`config.mk`:
```
export PLATFORM = sky130hd
export DESIGN_NAME = dual_timed_switch_controller_unit_flat
export DESIGN_NICKNAME = d
export VERILOG_FILES = /design/src/sv/dtsc_pkg.sv /design/src/sv/dtsc_channels.sv /design/src/sv/dual_timed_switch_controller_unit.sv /design/src/flat_wrapper.sv
export VERILOG_INCLUDE_DIRS = /design/src /design/src/sv
export SDC_FILE = /design/constraint.sdc
export NUM_CORES = 1
export LEC_CHECK = 0
export BUFFER_PORTS_ARGS = -buffer_cell sky130_fd_sc_hd__buf_2
export CAP_MARGIN = 30
export CORE_ASPECT_RATIO = 0.5
export CORE_MARGIN = 3
export CORE_UTILIZATION = 30
export DETAILED_ROUTE_END_ITERATION = 8
export PLACE_DENSITY = 0.53
export SETUP_SLACK_MARGIN = 0.5
export SLEW_MARGIN = 10
export SYNTH_ARGS = -nofsm -noshare
export SYNTH_HDL_FRONTEND = slang
export SYNTH_SLANG_ARGS = --single-unit
export TNS_END_PERCENT = 100
```
`constraint.sdc`:
```
create_clock -name clk -period 5.3 [get_ports clk]
set_input_delay 1.06 -clock clk [delete_from_list [all_inputs] [get_ports clk]]
set_output_delay 1.06 -clock clk [all_outputs]
set_load 0.01 [all_outputs]
```
`src/sv/assert_macros.svh`:
```
// assertion helpers shared by the rtl files
// each check is clocked on the rising edge and idle while reset is asserted
`ifndef ASSERT_MACROS_SVH
`define ASSERT_MACROS_SVH

`ifndef SYNTH

// antecedent implies consequent in the same cycle
`define ASSERT_SAME(lbl, clk, rst_n, ante, cons) \
	lbl: assert property (@(posedge clk) disable iff (!rst_n) (ante) |-> (cons)) \
	else $error("same-cycle check failed");

// antecedent implies consequent in the next cycle
`define ASSERT_NEXT(lbl, clk, rst_n, ante, cons) \
	lbl: assert property (@(posedge clk) disable iff (!rst_n) (ante) |=> (cons)) \
	else $error("next-cycle check failed");

`else

`define ASSERT_SAME(lbl, clk, rst_n, ante, cons)
`define ASSERT_NEXT(lbl, clk, rst_n, ante, cons)

`endif

`endif

```
`src/sv/dtsc_pkg.sv`:
```
// ----------------------------------------------------------------------------
// dtsc_pkg
// Types and codes shared by the dual timed switch controller files.
// ----------------------------------------------------------------------------
`default_nettype none

package dtsc_pkg;

	// one key-poll tick
	typedef struct packed {
		logic uv_key_pressed;
		logic o3_key_pressed;
		logic second_tick;
	} item_t;

	// one result per tick
	typedef struct packed {
		logic       uv_on;
		logic       o3_on;
		logic [1:0] uv_sound;
		logic [1:0] o3_sound;
	} result_t;

	// sound request codes
	localparam logic [1:0] SOUND_NONE = 2'd0;
	localparam logic [1:0] SOUND_ON   = 2'd1;
	localparam logic [1:0] SOUND_OFF  = 2'd2;

	// configuration register indexes
	localparam int unsigned CFG_INDEX_W = 2;
	localparam int unsigned CFG_DATA_W  = 16;
	localparam logic [CFG_INDEX_W-1:0] REG_SHORT_MIN   = 2'd0;
	localparam logic [CFG_INDEX_W-1:0] REG_LONG        = 2'd1;
	localparam logic [CFG_INDEX_W-1:0] REG_UV_DURATION = 2'd2;
	localparam logic [CFG_INDEX_W-1:0] REG_O3_DURATION = 2'd3;

	// register reset values
	localparam logic [7:0]  SHORT_MIN_RST   = 8'd10;
	localparam logic [7:0]  LONG_RST        = 8'd200;
	localparam logic [15:0] UV_DURATION_RST = 16'd180;
	localparam logic [15:0] O3_DURATION_RST = 16'd600;

endpackage

`default_nettype wire

```
`src/sv/dtsc_channels.sv`:
```
// ----------------------------------------------------------------------------
// dtsc channels
// Valid/ready interfaces for the tick input and the result output.
// ----------------------------------------------------------------------------
`default_nettype none

interface dtsc_item_if;
	logic           valid;
	logic           ready;
	dtsc_pkg::item_t data;

	modport source (output valid, output data, input ready);
	modport sink (input valid, input data, output ready);
endinterface

interface dtsc_result_if;
	logic              valid;
	logic              ready;
	dtsc_pkg::result_t data;

	modport source (output valid, output data, input ready);
	modport sink (input valid, input data, output ready);
endinterface

`default_nettype wire

```
`src/sv/dual_timed_switch_controller_unit.sv`:
```
// ----------------------------------------------------------------------------
// dual_timed_switch_controller_unit
// Two-channel key-driven on/off controller with per-channel countdown timers.
// ----------------------------------------------------------------------------
// Each transfer on item is one key-poll tick; each produces exactly one
// transfer on result. The unit takes one tick per clock cycle while the
// result register is free or being read: a tick sits in an input register,
// where the press counters, the countdowns and the event decision are
// evaluated, and the outcome is loaded into the result register. The
// counters and countdowns are updated whenever the tick moves on. A held
// result only stalls the input register when that register is also full.
// Configuration writes through cfg_wr_en/cfg_index/cfg_wdata take effect at
// the write edge and should be made only while no tick is in flight.
`default_nettype none

`include "assert_macros.svh"

module dual_timed_switch_controller_unit (
	input  wire logic                                clk,
	input  wire logic                                arst_n,
	dtsc_item_if.sink                                item,
	dtsc_result_if.source                            result,
	input  wire logic                                cfg_wr_en,
	input  wire logic [dtsc_pkg::CFG_INDEX_W-1:0]    cfg_index,
	input  wire logic [dtsc_pkg::CFG_DATA_W-1:0]     cfg_wdata
);

	typedef struct packed {
		logic [7:0]  cnt;
		logic [15:0] secs;
		logic [1:0]  snd;
	} chan_next_t;

	// one channel, one tick
	function automatic chan_next_t chan_step(
		input logic [7:0]  cnt,
		input logic [15:0] secs,
		input logic        pressed,
		input logic        sec,
		input logic [15:0] dur,
		input logic [7:0]  smin,
		input logic [7:0]  lng
	);
		chan_next_t  r;
		logic [15:0] secs_dec;
		logic        timeout;
		logic        ev;
		logic [7:0]  cnt_inc;
		secs_dec = secs;
		timeout  = 1'b0;
		ev       = 1'b0;
		cnt_inc  = cnt + 8'd1;
		r.cnt    = cnt;
		// countdown moves on the second pulse only
		if (sec && (secs != 16'd0)) begin
			secs_dec = secs - 16'd1;
			timeout  = (secs == 16'd1);
		end
		// press counter saturates at the long threshold
		if (pressed) begin
			if (cnt < lng) begin
				r.cnt = cnt_inc;
				ev    = (cnt_inc >= lng);
			end
		end else begin
			ev    = (cnt > smin) && (cnt < lng);
			r.cnt = 8'd0;
		end
		// toggle on event or timeout; timeout always switches off
		if (ev || timeout) begin
			if (timeout || (secs_dec != 16'd0)) begin
				r.secs = 16'd0;
				r.snd  = dtsc_pkg::SOUND_OFF;
			end else begin
				r.secs = dur;
				r.snd  = dtsc_pkg::SOUND_ON;
			end
		end else begin
			r.secs = secs_dec;
			r.snd  = dtsc_pkg::SOUND_NONE;
		end
		return r;
	endfunction

	logic [7:0]        short_min_q;
	logic [7:0]        long_q;
	logic [15:0]       uv_dur_q;
	logic [15:0]       o3_dur_q;
	logic [7:0]        uv_cnt_q;
	logic [7:0]        o3_cnt_q;
	logic [15:0]       uv_secs_q;
	logic [15:0]       o3_secs_q;
	logic              valid_s1;
	dtsc_pkg::item_t   item_s1;
	logic              res_valid_q;
	dtsc_pkg::result_t res_q;
	logic              advance;
	chan_next_t        uv_nx;
	chan_next_t        o3_nx;

	// input register moves into the result register when that one is free
	assign advance     = valid_s1 && (!res_valid_q || result.ready);
	assign item.ready  = !valid_s1 || advance;
	assign result.valid = res_valid_q;
	assign result.data  = res_q;

	// configuration registers
	always_ff @(posedge clk or negedge arst_n) begin
		if (!arst_n) begin
			short_min_q <= dtsc_pkg::SHORT_MIN_RST;
			long_q      <= dtsc_pkg::LONG_RST;
			uv_dur_q    <= dtsc_pkg::UV_DURATION_RST;
			o3_dur_q    <= dtsc_pkg::O3_DURATION_RST;
		end else if (cfg_wr_en) begin
			case (cfg_index)
				dtsc_pkg::REG_SHORT_MIN:   short_min_q <= cfg_wdata[7:0];
				dtsc_pkg::REG_LONG:        long_q      <= cfg_wdata[7:0];
				dtsc_pkg::REG_UV_DURATION: uv_dur_q    <= cfg_wdata;
				dtsc_pkg::REG_O3_DURATION: o3_dur_q    <= cfg_wdata;
				default: ;
			endcase
		end
	end

	// per-channel next state
	always_comb begin
		uv_nx = chan_step(uv_cnt_q, uv_secs_q, item_s1.uv_key_pressed,
			item_s1.second_tick, uv_dur_q, short_min_q, long_q);
		o3_nx = chan_step(o3_cnt_q, o3_secs_q, item_s1.o3_key_pressed,
			item_s1.second_tick, o3_dur_q, short_min_q, long_q);
	end

	// input register valid
	always_ff @(posedge clk or negedge arst_n) begin
		if (!arst_n) begin
			valid_s1 <= 1'b0;
		end else if (item.ready) begin
			valid_s1 <= item.valid;
		end
	end

	// input register payload
	always_ff @(posedge clk) begin
		if (item.valid && item.ready) begin
			item_s1 <= item.data;
		end
	end

	// channel state
	always_ff @(posedge clk or negedge arst_n) begin
		if (!arst_n) begin
			uv_cnt_q  <= 8'd0;
			o3_cnt_q  <= 8'd0;
			uv_secs_q <= 16'd0;
			o3_secs_q <= 16'd0;
		end else if (advance) begin
			uv_cnt_q  <= uv_nx.cnt;
			o3_cnt_q  <= o3_nx.cnt;
			uv_secs_q <= uv_nx.secs;
			o3_secs_q <= o3_nx.secs;
		end
	end

	// result valid
	always_ff @(posedge clk or negedge arst_n) begin
		if (!arst_n) begin
			res_valid_q <= 1'b0;
		end else if (advance) begin
			res_valid_q <= 1'b1;
		end else if (result.ready) begin
			res_valid_q <= 1'b0;
		end
	end

	// result payload
	always_ff @(posedge clk) begin
		if (advance) begin
			res_q.uv_on    <= (uv_nx.secs != 16'd0);
			res_q.o3_on    <= (o3_nx.secs != 16'd0);
			res_q.uv_sound <= uv_nx.snd;
			res_q.o3_sound <= o3_nx.snd;
		end
	end

	// checks
	`ASSERT_SAME(a_off_sound_means_off, clk, arst_n, res_valid_q, !((res_q.uv_sound == dtsc_pkg::SOUND_OFF) && res_q.uv_on) && !((res_q.o3_sound == dtsc_pkg::SOUND_OFF) && res_q.o3_on))
	`ASSERT_SAME(a_sound_code_legal, clk, arst_n, res_valid_q, ((res_q.uv_sound == dtsc_pkg::SOUND_NONE) || (res_q.uv_sound == dtsc_pkg::SOUND_ON) || (res_q.uv_sound == dtsc_pkg::SOUND_OFF)) && ((res_q.o3_sound == dtsc_pkg::SOUND_NONE) || (res_q.o3_sound == dtsc_pkg::SOUND_ON) || (res_q.o3_sound == dtsc_pkg::SOUND_OFF)))
	`ASSERT_NEXT(a_state_holds_without_tick, clk, arst_n, !advance, $stable(uv_secs_q) && $stable(o3_secs_q) && $stable(uv_cnt_q) && $stable(o3_cnt_q))
	`ASSERT_NEXT(a_release_clears_count, clk, arst_n, advance && !item_s1.uv_key_pressed, uv_cnt_q == 8'd0)
	`ASSERT_NEXT(a_on_tracks_countdown, clk, arst_n, advance, (res_q.uv_on == (uv_secs_q != 16'd0)) && (res_q.o3_on == (o3_secs_q != 16'd0)))

endmodule

`default_nettype wire
```
`src/flat_wrapper.sv`:
```
// flat-port wrapper written by rule: the top's interface ports become plain ports
module dual_timed_switch_controller_unit_flat 
  (clk, arst_n, cfg_wr_en, cfg_index, cfg_wdata, item_valid, item_data, item_ready, result_valid, result_data, result_ready);
  dtsc_item_if item_i ();
  dtsc_result_if result_i ();
  input  wire logic clk;
  input  wire logic arst_n;
  input  wire logic cfg_wr_en;
  input  wire logic [dtsc_pkg::CFG_INDEX_W-1:0] cfg_index;
  input  wire logic [dtsc_pkg::CFG_DATA_W-1:0] cfg_wdata;
  input wire logic [$bits(item_i.valid)-1:0] item_valid;
  input wire logic [$bits(item_i.data)-1:0] item_data;
  output wire logic [$bits(item_i.ready)-1:0] item_ready;
  output wire logic [$bits(result_i.valid)-1:0] result_valid;
  output wire logic [$bits(result_i.data)-1:0] result_data;
  input wire logic [$bits(result_i.ready)-1:0] result_ready;
  assign item_i.valid = item_valid;
  assign item_i.data = item_data;
  assign item_ready = item_i.ready;
  assign result_valid = result_i.valid;
  assign result_data = result_i.data;
  assign result_i.ready = result_ready;
  dual_timed_switch_controller_unit u_core (.clk(clk), .arst_n(arst_n), .item(item_i), .result(result_i), .cfg_wr_en(cfg_wr_en), .cfg_index(cfg_index), .cfg_wdata(cfg_wdata));
endmodule
```
After elaboration in Yosys (flattened, before gate mapping)
Index checks and enable logic that the tools add are counted.
- order comparisons: 6
- eq/ne operators: 7
- div/mod/pow operators: 0
- mux-type cells: 18
- shift-type cells: 0
- add/subtract/negate cells: 4
- bitwise logic cells: 0
- $mul: 0
- reductions and logical operators: 28
- operator list (kind ; count):
    $reduce_bool 16->1 ; 6
    $mux 18 ; 4
    $eq 16x1->1 const B ; 2
    $mux 16 ; 2
    $mux 8 ; 4
    $sub 16x1->16 const B ; 2
    $add 8x1->8 const B ; 2
    $ge 8x8->1 ; 2
    $gt 8x8->1 ; 2
    $lt 8x8->1 ; 2
    $reduce_and 2->1 ; 6
    $mux 1 ; 8
    $logic_and 1x1->1 ; 6
    $logic_or 1x1->1 ; 6
    $eq 2x2->1 const B ; 2
    $ne 2x2->1 const B ; 2
    $eq 2x1->1 const B ; 1
    $logic_not 1->1 ; 2
    $logic_not 2->1 ; 1
    $reduce_bool 2->1 ; 1
- memory bits (read-only): 0
- memories: 0
- output and inout port bits: 8
- logic and storage cells: 80
- bits in latches: 0
- register bits: 107
- RAM bits: 0

Logic depth before layout (Yosys ltp)
- word-level depth: 8
- gate-level depth with buffers: 14

Worst setup path after synthesis
No wires, ideal clock.
- path kind: register -> register
- start: reg u_core.o3_cnt_q[4]
- end: reg u_core.res_q, in the netlist u_core.result.data[4] (data pin)
- arrival: 3.085 ns
- setup slack: 2.083 ns
- library setup time: 0.132 ns
- stages on the path, launching flop included: 15
- path buffers: 2
- path through: dfrtp_1 -> and3_1 -> nand3_1 -> or2_2 -> xnor2_1 -> ha_1 -> and3_1 -> o211ai_1 -> o211ai_1 -> o311a_1 -> and2_0 -> clkbuf_1 -> clkbuf_1 -> o211ai_1 -> nand2_1
- word-level cells in the longest chain between the ends: 7
- elaborated cells on any way between the ends: 10
- RTL lines (what ; line ; source):
    from (decl) ; dual_timed_switch_controller_unit.sv:90 ; logic [7:0] o3_cnt_q;
    from (signal assigned) ; dual_timed_switch_controller_unit.sv:158 ; o3_cnt_q <= o3_nx.cnt;
    $add 8x1->8 ; dual_timed_switch_controller_unit.sv:52 ; cnt_inc = cnt + 8'd1;
    $ge 8x8->1 ; dual_timed_switch_controller_unit.sv:63 ; ev = (cnt_inc >= lng);
    $mux 1 ; dual_timed_switch_controller_unit.sv:61 ; if (cnt < lng) begin
    $mux 1 (*) ; dual_timed_switch_controller_unit.sv:60 ; if (pressed) begin
    $logic_or 1x1->1 (*) ; dual_timed_switch_controller_unit.sv:70 ; if (ev || timeout) begin
    $mux 18 (*) ; dual_timed_switch_controller_unit.sv:70 ;
    $reduce_bool 16->1 (*) ; dual_timed_switch_controller_unit.sv:179 ; res_q.o3_on <= (o3_nx.secs != 16'd0);
    to (decl) ; dual_timed_switch_controller_unit.sv:96 ; dtsc_pkg::result_t res_q;
Every way passes the cells marked *; elsewhere a longest branch is shown, timed or not.
A chain may end at the register's enable or synchronous reset.

Worst setup path in the final report
- start: reg u_core.uv_secs_q[0]
- end: reg u_core.uv_secs_q[1]
- word-level cells in the longest chain between the ends: 7
- elaborated cells on any way between the ends: 11
- RTL lines (what ; line ; source):
    from (decl) ; dual_timed_switch_controller_unit.sv:91 ; logic [15:0] uv_secs_q;
    from (signal assigned) ; dual_timed_switch_controller_unit.sv:159 ; uv_secs_q <= uv_nx.secs;
    parallel branches: the longest is 6 deep, another holds $sub 16x1->16 ; n/a ;
    $mux 18 (*) ; dual_timed_switch_controller_unit.sv:70 ;
Mark *: on every way between the ends.

==> results.sh <==
export IMPL_htree_levels=3
export IMPL_crit_type="flop to flop"
export IMPL_first_pass_iters=6
export IMPL_fin_skew_ns=0.0109
export IMPL_setup_tns_final_ns=0
export IMPL_clock_fmax_ghz=0.277
export IMPL_start_kind="flop"
export IMPL_via_per_inst=5.46
export IMPL_io_pins=34
export IMPL_total_leakage_power_nw=3.23
export IMPL_ys_types=74
export IMPL_final_min_clock_period_ns=3.61
export IMPL_hold_path_class="flop to flop"
export IMPL_drt_iter0_markers=438
export IMPL_synth_top_area_share_pct=30.0
export IMPL_rsz0062_at_grt="false"
export IMPL_clockBufferDepth=2
export IMPL_setup_violations=0
export IMPL_syn_cell_area_mm2=0.00708
export IMPL_wl_mm=19.4
export IMPL_crit_arrival_ns=3.87
export IMPL_cts_root_buf="clkbuf_16"
export IMPL_ys_seq_area_share_pct=38.7
export IMPL_clock_sinks=107
export IMPL_setup_ws_ns=1.69
export IMPL_cts_clk_slew_worst_paths_ns=0.07
export IMPL_postCtsHoldBufs=0
export IMPL_grt_pass1_wl_mm=31.5
export IMPL_grt_pass1_vias=5700
export IMPL_vias=5874
export IMPL_status="finished, final reports clean"
export IMPL_ys_top_cells_by_area="dfrtp_1 30%, ha_1 9.9%, mux2_2 6.5%"
export IMPL_p_per_area_mw_per_mm2=334
export IMPL_slowest_delay_ns=0.61
export IMPL_post_cts_setup_buffer_count=0
export IMPL_slew_violations=0
export IMPL_portBuffers=33
export IMPL_synth_ff_type="dfrtp_1"
export IMPL_crit_slowest_cell="o41ai_2"
export IMPL_dp_final_hpwl_mm=14.1
export IMPL_critPathBufInv=1
export IMPL_holdWs_ns=0.499
export IMPL_routabilityCongestion=0.864
export IMPL_grt_antenna_before_repair=0
export IMPL_cts_resized=0
export IMPL_final_nets=845
export IMPL_pre_cts_slack_ns=1.74
export IMPL_ant_nets=0
export IMPL_initial_core_util_pct=30.8
export IMPL_dieArea_mm2=0.0256
export IMPL_finalCritPeriodShare_pct=68.2
export IMPL_grt_max_degree=72
export IMPL_die_x_um=223
export IMPL_yosys_warnings=0
export IMPL_area_growth_pct=10.9
export IMPL_peakVddDrop_v=0.000195
export IMPL_clk_latency_ns=0.36
export IMPL_finalHoldViolations=0
export IMPL_ys_top_cells_by_count="87 x nand2_1, 85 x dfrtp_1, 56 x ha_1"
export IMPL_crit_chain="inv_1 > ha_1 > or3b_2 > o41ai_2 > mux2i_1 > nand4_1 > nor4b_4 > nand4_4 > o221ai_1"
export IMPL_yosys_area_top_type="dfrtp_1"
export IMPL_synth_avg_cell_area_um2=9.48
export IMPL_core_mm2=0.0230
export IMPL_async_flop_share_pct=91.6
export IMPL_crit_family="simple AND/OR/NAND/NOR gates"
export IMPL_synth_edf_count=9
export IMPL_globalRouteTotalUtil_pct=15.4
export IMPL_worst_path_max_fanout=15
export IMPL_critPathCaptureType="flop"
export IMPL_numCtsBuffers=9
export IMPL_cts_tree="built"
export IMPL_drive_gt1_share_pct=17.2
export IMPL_maxCapViolCount=0
export IMPL_required_ns=5.55
export IMPL_overflow=0
export IMPL_yosysMostFrequentCell="nand2_1"
export IMPL_slew_headroom_pct=41.9
export IMPL_syn_inst=747
export IMPL_detail_route_wl_per_cell_um=18.0
export IMPL_tightestPinTransition_ns=0.860
export IMPL_route_detailed_drc=0
export IMPL_insertedDiodeCount=0
export IMPL_synth_fp_nets=829
export IMPL_die_h_um=115
export IMPL_num_rows=39
export IMPL_ys_seq_elements=107
==> area by class of cell <==
| cell class | count | area [um^2] |
|---|---|---|
| fillers | 2332 | 15100 |
| multi-input cells | 559 | 4030 |
| flip-flops and latches | 107 | 2740 |
| well taps | 307 | 384 |
| clock buffers | 13 | 262 |
| repair buffers | 42 | 255 |
| inverters | 44 | 165 |
| clock inverters | 3 | 22.5 |
==> sequential cells by signal, summed over array words and instances, names as in the netlist <==
| register | count |
|---|---|
| u_core.result.valid | 1 |
| u_core.uv_secs_q | 16 |
| u_core.item_s1 | 3 |
| u_core.o3_secs_q | 16 |
| u_core.short_min_q | 8 |
| u_core.result.data | 6 |
| u_core.long_q | 8 |
| u_core.uv_cnt_q | 8 |
| u_core.o3_cnt_q | 8 |
| u_core.valid_s1 | 1 |
| u_core.o3_dur_q | 16 |
| u_core.uv_dur_q | 16 |
==> where the power goes <==
group	leakage (nW)	switching [mW]	internal [mW]
logic	1.86	0.414	0.332
registers	1.23	0.220	0.989
clock network	0.139	0.317	0.351
==> per-stage QoR <==
stage	total power [mW]	cells	util (%)	instance area, um^2
floorplan	1.72	747	-	7080
global placement	1.94	1057	32.8	7540
detailed placement	1.96	1057	32.8	7540
CTS	2.64	1073	34.0	7820
global route	2.80	1075	34.2	7860
finish	2.62	1075	34.2	7860
==> path summary, 6_finish.rpt <==
path / startpoint / to / depth (start not counted) / slack, ns
min in group asynchronous: arst_n / u_core.uv_secs_q[13]$_DFFE_PN0P_ / 1 / 0.52
worst max-delay path: u_core.uv_secs_q[0]$_DFFE_PN0P_ / u_core.uv_secs_q[1]$_DFFE_PN0P_ / 9 / 1.69
worst min register to register: u_core.valid_s1$_DFFE_PN0N_ / u_core.result.valid$_DFFE_PN0P_ / 1 / 0.50
worst min-delay path: u_core.valid_s1$_DFFE_PN0N_ / u_core.result.valid$_DFFE_PN0P_ / 1 / 0.50
worst max register to register: u_core.uv_secs_q[0]$_DFFE_PN0P_ / u_core.uv_secs_q[1]$_DFFE_PN0P_ / 9 / 1.69
max in group asynchronous: arst_n / u_core.o3_dur_q[3]$_DFFE_PN1P_ / 3 / 3.72
==> layer usage <==
layer / wire (um) / global-route usage (%) / up-vias
met3: 1030 / 2.41 / 25
met2: 8630 / 24.5 / 163
met5: 0 / 0 / -
met4: 388 / 4.23 / 0
li1: - / - / 2827
met1: 9340 / 21.8 / 2859
==> worst reg2reg max path, delay by kind of cell (launching register included) <==
kind,cells,cell delay (ns)
buffers and inverters,1,0.14
DFF,1,0.46
and+or+nand+nor,4,1.49
adders and majority gates,1,0.19
muxes,1,0.31
AOI/OAI and AO/OA,2,0.93
==> cells in the final DEF (no fill, tap or decap), types with 22 or more instances in the layout <==
cell and n:
ha_1 56, nor4_1 22, nand4_1 29, a21oi_1 24
dfrtp_1 85, buf_2 32, mux2_2 41, nand2_1 87
nor2_1 28, nand3_1 27, o21ai_0 42, inv_1 44
==> cells by family after synthesis <==
family / after synthesis / synth area share [%]
and+or+nand+nor: 286 / 22.2
DFF: 107 / 38.7
buffers and inverters: 81 / 4.47
muxes: 43 / 6.80
xor gates and xnor gates: 16 / 1.98
adders and majority gates: 56 / 9.89
AOI/OAI and AO/OA: 158 / 16.0
(Power assumes the default switching activity.)
